==> src/rtl/core/fppt_pkg.sv <==
// ----------------------------------------------------------------------------
// fppt_pkg: shared types and constants of the point transform core
// Command codes, queue entry layout and the Q4.12 scaling helper.
// ----------------------------------------------------------------------------
package fppt_pkg;

  localparam int unsigned CmdW      = 2;
  localparam int unsigned SlotW     = 4;
  localparam int unsigned MatW      = 16;
  localparam int unsigned CoordW    = 32;
  localparam int unsigned Dims      = 3;
  localparam int unsigned MatSlots  = Dims * Dims;
  localparam int unsigned ProdW     = MatW + CoordW;
  localparam int unsigned FracBits  = 12;
  localparam int unsigned InDataW   = 152;
  localparam int unsigned OutDataW  = Dims * CoordW;
  localparam int unsigned QueueDepth = 2;
  localparam int unsigned QPtrW     = $clog2(QueueDepth);
  localparam int unsigned QCntW     = $clog2(QueueDepth + 1);

  typedef enum logic [CmdW-1:0] {
    CMD_LOAD_MAT  = 2'd0,
    CMD_LOAD_OFF  = 2'd1,
    CMD_ROTATE    = 2'd2,
    CMD_ROT_XLATE = 2'd3
  } cmd_e;

  typedef enum logic [1:0] {
    OP_LOAD_MAT = 2'd0,
    OP_LOAD_OFF = 2'd1,
    OP_XFORM    = 2'd2
  } op_e;

  typedef struct packed {
    op_e                          op;
    logic                         translate;
    logic [SlotW-1:0]             slot;
    logic [CoordW-1:0]            value;
    logic [Dims-1:0][CoordW-1:0]  point;
  } qent_t;

  typedef struct packed {
    logic not_empty;
    logic full;
  } qstat_t;

  // Divide a Q4.12 product by 2^FracBits, truncating toward zero; keep the low word.
  function automatic logic [CoordW-1:0] div_q12(logic signed [ProdW-1:0] prod);
    logic [ProdW-1:0] adj;
    adj = prod + (prod[ProdW-1] ? ProdW'((1 << FracBits) - 1) : ProdW'(0));
    return adj[FracBits+CoordW-1:FracBits];
  endfunction

endpackage

==> src/rtl/core/fppt_front.sv <==
// ----------------------------------------------------------------------------
// fppt_front: request decode
// Splits an incoming request into a load or transform op and drops loads
// aimed at a slot that does not exist.
// ----------------------------------------------------------------------------
module fppt_front (
  input  logic                              req_valid_i,
  input  logic [fppt_pkg::CmdW-1:0]         command_i,
  input  logic [fppt_pkg::SlotW-1:0]        slot_i,
  input  logic signed [fppt_pkg::MatW-1:0]  matrix_value_i,
  input  logic signed [fppt_pkg::CoordW-1:0] offset_value_i,
  input  logic [fppt_pkg::Dims-1:0][fppt_pkg::CoordW-1:0] point_i,
  output logic                              push_o,
  output fppt_pkg::qent_t                   entry_o
);

  logic keep;

  always_comb begin
    keep              = 1'b0;
    entry_o.op        = fppt_pkg::OP_XFORM;
    entry_o.translate = 1'b0;
    entry_o.slot      = slot_i;
    entry_o.value     = fppt_pkg::CoordW'(offset_value_i);
    entry_o.point     = point_i;
    case (fppt_pkg::cmd_e'(command_i))
      fppt_pkg::CMD_LOAD_MAT: begin
        keep          = (slot_i < fppt_pkg::SlotW'(fppt_pkg::MatSlots));
        entry_o.op    = fppt_pkg::OP_LOAD_MAT;
        entry_o.value = fppt_pkg::CoordW'(matrix_value_i);
      end
      fppt_pkg::CMD_LOAD_OFF: begin
        keep       = (slot_i < fppt_pkg::SlotW'(fppt_pkg::Dims));
        entry_o.op = fppt_pkg::OP_LOAD_OFF;
      end
      fppt_pkg::CMD_ROTATE: begin
        keep = 1'b1;
      end
      fppt_pkg::CMD_ROT_XLATE: begin
        keep              = 1'b1;
        entry_o.translate = 1'b1;
      end
      default: begin
        keep = 1'b0;
      end
    endcase
  end

  // Out-of-range loads are taken and dropped here.
  assign push_o = req_valid_i && keep;

endmodule

==> config.mk <==
export PLATFORM = sky130hd
export DESIGN_NAME = fppt_front
export DESIGN_NICKNAME = d
export VERILOG_FILES = /design/src/rtl/core/fppt_pkg.sv /design/src/rtl/core/fppt_front.sv
export SDC_FILE = /design/constraint.sdc
export NUM_CORES = 1
export LEC_CHECK = 0
export BUFFER_PORTS_ARGS = -buffer_cell sky130_fd_sc_hd__clkbuf_2
export CORE_AREA = 4 4 109 111
export DETAILED_ROUTE_END_ITERATION = 10
export DIE_AREA = 0 0 113 115
export PLACE_DENSITY_LB_ADDON = 0.25
export SYNTH_ARGS = -nofsm -noshare
export SYNTH_HDL_FRONTEND = slang
export SYNTH_SLANG_ARGS = --single-unit
==> constraint.sdc <==
create_clock -name vclk -period 1.5
set_input_delay 0.3 -clock vclk [all_inputs]
set_output_delay 0.3 -clock vclk [all_outputs]
set_load 0.02 [all_outputs]
==> results.yml <==
floorplanning:
  num_rows: 38
  start_util_pct: 11.22
  coreArea_um2: 10790
  die_x_um: 113
  io_pins: 287
  dieHeight_um: 115
  dieArea_um2: 13000
placed_design:
  gp_congestion: 0.6800
  hpwl_um: 2813
  placed_cells_incl_taps: 281
  io_buffer_count: 95
cells_and_area:
  area_delta_synth_final_pct: 25.52
  seqCellArea_um2: 0
  nClkBuffers: 0
  layout-drive-gt1-share_pct: 84.35
  layoutNonFillerInstCount: 287
  seq_cells: 0
  nets: 300
  diodes: 0
logic_synthesis:
  synthSimpleGateAreaFrac_pct: 4.855
  synthAdderAreaFrac_pct: 0
  syn_area_per_cell_um2: 8.296
  syn_nets: 297
  syn_area_um2: 1211
  syn_inst: 146
  synthMuxAreaShare_pct: 17.05
  ys_warn_count: 0
  yosysUniqueCellTypes: 16
  yosysSeqAreaShare_pct: 0
  synth_compound_gate_area_share_pct: 12.09
  synth_top_family_by_area: "buffers and inverters"
  synth_xor_area_share_pct: 0
pwr:
  leakage_nw: 0.8234
  pwr_density_cell_nw_per_um2: 363.3
  ir_worst_vdd_mv: 0.1241
routing:
  antenna_left: 0
  wl_per_cell_um: 12.92
  wl_um: 3707
  dr_total_vias: 874
  drtIter0Drc: 13
  drt_first_pass_iters: 3
  route.detailed.drc: 0
  vias_per_cell: 3.045
worst_hold_path:
  hp-class: "primary input to output port"
  holdPathStages: 0
  hold_end: "entry_o[11]"
  min_from: "point_i[11]"
timing:
  final_max_slew_viol_count: 0
  hold_viol_final: 0
  slew_headroom_pct: 86.82
  tns_ps: -228.8
  grt_setup_unrepaired: "yes"
  finalSetupViolCount: 19
  period_minus_slack_ps: 1519
  fin_crit_sh_pct: 101.2
  tightest_slew_ps: 196.1
  timing.final.ws_setup_ps: -18.55
  fmax_ghz: 0.6585
worst_setup_path:
  worstPathRequired_ps: 1200
  crit_fanout: 8
  max_stage_delay_ps: 310
  cp.depth: 5
  critPathArrivalTime_ps: 1220
  crit_type: "primary input to output port"
  critical_path.startpoint_type: "primary input"
  critPathCaptureType: "output port"
  crit_chain: "clkbuf_16 -> nor2_4 -> buf_12 -> mux2_4 -> buf_8"
  cp_top_family: "buffers and inverters"
  cp_slowest_cell: "mux2_4"
  crit_buf_inv: 3
global_routing:
  grt_pass1_wl_um: 4836
  grt-ovfl-total: 0
  grt_max_degree: 18
  grt_pass1_vias: 887
  track_usage_pct: 4.545
  antenna_found_initial: 0
run_status:
  status: "finished with violations"
  violations: "setup timing"
run:
  cap_viol_max_count: 0
clock_tree:
  cts_hold_buffers: 0
cell usage in the layout (no fill, tap or decap), drive strengths merged:
cell / Yosys / layout
nor4: 1 / 1
o41a: 1 / 1
or2: 1 / 1
a211oi: 1 / 1
nor2b: 1 / 1
clkbuf: 1 / 64
a21o: 17 / 17
buf: 104 / 42
nor3b: 1 / 1
and2: 1 / 1
nor2: 2 / 2
mux2: 15 / 15
cell families after synthesis:
logic type	Yosys count
AOI/OAI and AO/OA	19
buffers and inverters	105
muxes	15
and+or+nand+nor	7
layout make-up:
type	count	area, µm²
fillers	1220	9273
repair buffers	106	908.4
multi-input cells	41	436.7
well taps	140	175.2
metrics by stage:
step	hold slack, ps	total power, W	utilization [%]	area [µm²]	setup slack [ps]
after floorplan	678.1	0.0006075	-	1211	192.1
after global placement	600.1	0.0004018	10.54	1137	-121.6
after detailed placement	600.1	0.0004024	10.54	1137	-148.9
after CTS	600.1	0.0004606	11.99	1294	-113.8
after global routing	600.0	0.0005858	14.09	1520	-70.67
final	600.0	0.0005523	14.09	1520	-18.55
per-layer routing:
layer  global-route usage, %  wire length, µm
met1                   4.748             1192
met2                   7.188             1666
met3                   2.000              602
met4                   3.526              245
met5                       0                0
repair_timing:
item                       CTS  global route
gates resized for setup     22            90
gates cloned                 1             2
buffers inserted             2             2
pin swaps                    1             2
setup endpoints to repair   32            33
worst max path at each step:
stage,startpoint,end,slack (ps)
floorplan,command_i[0],entry_o[111],190
global placement,command_i[0],entry_o[97],-120
detailed placement,command_i[0],entry_o[96],-150
CTS,command_i[1],entry_o[110],-110
global route,command_i[0],entry_o[98],-70
finish,command_i[0],entry_o[98],-20
power by group:
group	switching, W	internal, W
Clock	0	0
Sequential	0	0
Combinational	0.000236	0.000316
Total	0.000236	0.000316
cells in the mapped netlist:
cell      instances  area share, %
buf_4           101             63
nor2_1            1           0.31
a21o_1           17             11
nor2_4            1           0.93
or2_1             1           0.52
buf_8             1            1.2
mux2_4           10             12
and2_1            1           0.52
buf_6             2            1.9
o41a_1            1           0.93
a211oi_1          1           0.62
clkbuf_1          1           0.31
nor2b_1           1           0.52
mux2_1            5            4.6
nor4_1            1           0.52
nor3b_4           1            1.5
Note: power is estimated with default switching activity, not from simulation.
