==> config.mk <==
export PLATFORM = sky130hd
export DESIGN_NAME = fppt_queue
export DESIGN_NICKNAME = d
export VERILOG_FILES = /design/src/rtl/core/fppt_pkg.sv /design/src/rtl/core/fppt_queue.sv
export SDC_FILE = /design/constraint.sdc
export NUM_CORES = 1
export LEC_CHECK = 0
export BUFFER_PORTS_ARGS = -buffer_cell sky130_fd_sc_hd__buf_2
export CORE_ASPECT_RATIO = 0.75
export CORE_MARGIN = 2
export CORE_UTILIZATION = 50
export DETAILED_ROUTE_END_ITERATION = 16
export PLACE_DENSITY = 0.75
export SYNTH_ARGS = -nofsm -noshare
export SYNTH_HDL_FRONTEND = slang
export SYNTH_SLANG_ARGS = --single-unit
==> constraint.sdc <==
create_clock -name clk_i -period 10.76 [get_ports clk_i]
set_input_delay 0.538 -clock clk_i [delete_from_list [all_inputs] [get_ports clk_i]]
set_output_delay 0.538 -clock clk_i [all_outputs]
set_load 0.01 [all_outputs]
==> src/rtl/core/fppt_pkg.sv <==
// ----------------------------------------------------------------------------
// fppt_pkg: shared types and constants of the point transform core
// Command codes, queue entry layout and the Q4.12 scaling helper.
// ----------------------------------------------------------------------------
package fppt_pkg;

  localparam int unsigned CmdW      = 2;
  localparam int unsigned SlotW     = 4;
  localparam int unsigned MatW      = 16;
  localparam int unsigned CoordW    = 32;
  localparam int unsigned Dims      = 3;
  localparam int unsigned MatSlots  = Dims * Dims;
  localparam int unsigned ProdW     = MatW + CoordW;
  localparam int unsigned FracBits  = 12;
  localparam int unsigned InDataW   = 152;
  localparam int unsigned OutDataW  = Dims * CoordW;
  localparam int unsigned QueueDepth = 2;
  localparam int unsigned QPtrW     = $clog2(QueueDepth);
  localparam int unsigned QCntW     = $clog2(QueueDepth + 1);

  typedef enum logic [CmdW-1:0] {
    CMD_LOAD_MAT  = 2'd0,
    CMD_LOAD_OFF  = 2'd1,
    CMD_ROTATE    = 2'd2,
    CMD_ROT_XLATE = 2'd3
  } cmd_e;

  typedef enum logic [1:0] {
    OP_LOAD_MAT = 2'd0,
    OP_LOAD_OFF = 2'd1,
    OP_XFORM    = 2'd2
  } op_e;

  typedef struct packed {
    op_e                          op;
    logic                         translate;
    logic [SlotW-1:0]             slot;
    logic [CoordW-1:0]            value;
    logic [Dims-1:0][CoordW-1:0]  point;
  } qent_t;

  typedef struct packed {
    logic not_empty;
    logic full;
  } qstat_t;

  // Divide a Q4.12 product by 2^FracBits, truncating toward zero; keep the low word.
  function automatic logic [CoordW-1:0] div_q12(logic signed [ProdW-1:0] prod);
    logic [ProdW-1:0] adj;
    adj = prod + (prod[ProdW-1] ? ProdW'((1 << FracBits) - 1) : ProdW'(0));
    return adj[FracBits+CoordW-1:FracBits];
  endfunction

endpackage

==> src/rtl/core/fppt_queue.sv <==
// ----------------------------------------------------------------------------
// fppt_queue: op queue between decode and execute
// Small FIFO that lets the front take requests while the back stalls.
// ----------------------------------------------------------------------------
module fppt_queue (
  input  logic                   clk_i,
  input  logic                   rst_ni,
  input  logic                   push_i,
  input  fppt_pkg::qent_t        push_entry_i,
  input  logic                   pop_i,
  output fppt_pkg::qent_t        head_o,
  output fppt_pkg::qstat_t       stat_o
);

  fppt_pkg::qent_t                mem_q [fppt_pkg::QueueDepth];
  logic [fppt_pkg::QPtrW-1:0]     wr_ptr_q, wr_ptr_d;
  logic [fppt_pkg::QPtrW-1:0]     rd_ptr_q, rd_ptr_d;
  logic [fppt_pkg::QCntW-1:0]     count_q, count_d;

  always_comb begin
    wr_ptr_d = wr_ptr_q;
    rd_ptr_d = rd_ptr_q;
    count_d  = count_q;
    if (push_i) begin
      wr_ptr_d = (wr_ptr_q == fppt_pkg::QPtrW'(fppt_pkg::QueueDepth - 1)) ?
                 '0 : wr_ptr_q + 1'b1;
    end
    if (pop_i) begin
      rd_ptr_d = (rd_ptr_q == fppt_pkg::QPtrW'(fppt_pkg::QueueDepth - 1)) ?
                 '0 : rd_ptr_q + 1'b1;
    end
    if (push_i && !pop_i) begin
      count_d = count_q + 1'b1;
    end else if (pop_i && !push_i) begin
      count_d = count_q - 1'b1;
    end
  end

  always_ff @(posedge clk_i or negedge rst_ni) begin
    if (!rst_ni) begin
      wr_ptr_q <= '0;
      rd_ptr_q <= '0;
      count_q  <= '0;
    end else begin
      wr_ptr_q <= wr_ptr_d;
      rd_ptr_q <= rd_ptr_d;
      count_q  <= count_d;
    end
  end

  always_ff @(posedge clk_i) begin
    if (push_i) begin
      mem_q[wr_ptr_q] <= push_entry_i;
    end
  end

  assign head_o           = mem_q[rd_ptr_q];
  assign stat_o.not_empty = (count_q != '0);
  assign stat_o.full      = (count_q == fppt_pkg::QCntW'(fppt_pkg::QueueDepth));

endmodule

==> results.py <==
metrics = {
    "placement": {
        "io_buffers": 275,
        "pre_cts_ws_ns": 7.58,
        "routabilityCongestion": 0.773,
        "place_inst": 953,
        "dp_hpwl_um": 12400,
    },
    "power_and_ir_drop": {
        "p_per_area_nw_per_um2": 260,
        "leakage_nw": 4.81,
        "ir_drop_uv": 148,
    },
    "clock_tree": {
        "clock_sinks": 274,
        "cts.clk_slew.worst_paths_ns": 0.06,
        "clockBufferDepth": 3,
        "clk_latency_ns": 0.51,
        "htree_levels": 1,
        "cts_tree": "yes",
        "cts_resized": 0,
        "numCtsBuffers": 25,
        "postCtsSetupRepairBufs": 0,
        "root_buffer": "clkbuf_16",
        "cts_hold_buf": 1,
    },
    "global_route": {
        "grt_overflow": 0,
        "grt_pass1_vias": 5142,
        "grt_first_pass_wirelength_um": 27600,
        "grt_usage": 0.168,
        "antenna_found_initial": 3,
        "grt_max_degree": 72,
    },
    "yosys": {
        "synth_fp_nets": 576,
        "synth_area_um2": 10100,
        "synth_seq_cells": 274,
        "yosysWarnings": 0,
        "ys_types": 14,
        "synth_seq_area_share": 0.814,
        "synth_cells": 436,
        "syn_avg_cell_area_um2": 23.1,
    },
    "route": {
        "wl_um": 18500,
        "postRouteAntennaNets": 0,
        "drtIter0Drc": 402,
        "wl_per_cell_um": 18.5,
        "vias_per_cell": 4.99,
        "drc_errors": 0,
        "first_pass_iters": 4,
        "via_count": 4987,
    },
    "setup_path": {
        "critical_path.cell_chain": "buf_4 > mux2_2 > buf_2",
        "endpoint_kind": "output port",
        "critPathRequiredTime_ns": 10.22,
        "crit_fanout": 69,
        "critical-path-top-delay-family": "buffers and inverters",
        "worst-path-buf-inv": 2,
        "crit_arrival_ns": 3.15,
        "r2r_setup_slack_ns": 8.20,
        "worstSetupStartpointType": "flop",
        "slowest_delay_ns": 1.01,
        "worstSetupPathType": "flop to output port",
        "slowest_stage": "dfrtp_4",
    },
    "cells_and_area": {
        "multi_input_area_um2": 1770,
        "layout.nets": 868,
        "num-fill-cells": 1342,
        "final_cells": 1000,
        "area_growth_pct": 23.9,
        "area.sequential_um2": 8210,
        "drive_gt1_frac": 0.605,
        "postLayoutCoreUtil": 0.639,
    },
    "worst_hold_path": {
        "hp-class": "input pin to flop",
    },
    "floorplanning": {
        "die_w_um": 168,
        "core-area_um2": 19500,
        "die_area_um2": 21300,
        "start_util": 0.516,
        "core.rowCount": 44,
        "die_y_um": 127,
        "io_pins": 276,
    },
    "sta": {
        "tns_ns": 0,
        "final-setup-viol-count": 0,
        "finalHoldViolations": 0,
        "fin_ws_ns": 7.07,
        "finClkSkew_ns": 0.00696,
        "worstMarginPinSlew_ns": 1.12,
        "max_freq_mhz": 271,
        "slew-limit-headroom": 0.255,
        "final_max_slew_viol_count": 0,
        "rsz0062_at_grt": "false",
        "min_period_over_period": 0.343,
        "period_minus_slack_ns": 3.69,
    },
    "status": {
        "status": "finished clean",
    },
    "run": {
        "drv_cap": 0,
    },
}
final cells by class:
type / count / share of cell area
flip-flops and latches: 274 / 0.658
inverters: 1 / 0.000301
well taps: 253 / 0.0254
clock buffers: 36 / 0.0558
clock inverters: 9 / 0.00571
diodes: 1 / 0.000200
repair buffers: 280 / 0.113
multi-input cells: 146 / 0.141
report_power, final:
part           leakage [nW]  switching, mW  internal, mW
clock                 0.372          0.350         0.473
sequential             2.58         0.0955          1.42
combinational          1.86          0.455         0.449
per-stage QoR:
stage	instance area (um^2)	hold slack [ns]	power, mW
3_5_place_dp	11700	0.351	2.46
5_1_grt	12500	0.193	3.39
2_1_floorplan	10100	0.242	2.16
4_1_cts	12500	0.188	3.29
6_report	12500	0.213	3.24
3_3_place_gp	11700	0.347	2.43
worst register-to-register path: stages (launching register included):
cell     delay (ns)
dfrtp_1        0.43
nor2b_4        0.11
buf_4          0.64
buf_4          0.90
cells by family after synthesis:
logic type,Yosys count,share of synthesized area
flip-flops,274,0.814
multiplexers,135,0.166
buffers and inverters,16,0.0115
XOR/XNOR,5,0.00434
AND/OR/NAND/NOR,5,0.00286
adder cells (fa/ha/maj),1,0.00124
Yosys cell counts:
cell type | count | area share
edfxtp_1 | 270 | 0.80
mux2_2 | 95 | 0.11
mux2_4 | 40 | 0.060
buf_2 | 9 | 0.0045
buf_6 | 6 | 0.0067
dfrtp_1 | 4 | 0.0099
xor2_1 | 4 | 0.0035
nor2b_1 | 2 | 0.0012
and2_1 | 1 | 0.00062
ha_1 | 1 | 0.0012
inv_1 | 1 | 0.00037
nor2_1 | 1 | 0.00037
or2_2 | 1 | 0.00062
xnor2_1 | 1 | 0.00087
state kept, by name (all words and copies together) (netlist names):
| register | cells |
|---|---|
| wr_ptr_q | 1 |
| mem_q | 270 |
| count_q | 2 |
| rd_ptr_q | 1 |
path summary, 6_finish.rpt:
check / startpoint / endpoint / cells after the start
hold reg to reg: count_q[1] / count_q[1] / 1
max in group asynchronous: rst_ni / rd_ptr_q / 2
setup / recovery: rd_ptr_q / head_o[27] / 3
setup reg to reg: wr_ptr_q / mem_q[0][100] / 3
min in group asynchronous: rst_ni / wr_ptr_q / 2
hold / removal: push_entry_i[108] / mem_q[1][108] / 1
placed cells by master (no fill, tap or decap), types with 2 or more instances in the layout:
master	instances
buf_2	275
edfxtp_1	270
mux2_2	95
mux2_4	40
clkbuf_16	25
clkbuf_1	8
xor2_1	4
clkinv_1	4
buf_4	4
clkbuf_8	3
dfrtp_1	3
clkinv_2	2
routing by layer:
metal,GRT usage,wire (um),up-vias
li1,-,-,2324
met1,0.213,7540,2413
met2,0.279,8780,213
met3,0.0596,1760,33
met4,0.0440,424,4
met5,0,25,-
Note: power is estimated with default switching activity, not from simulation.
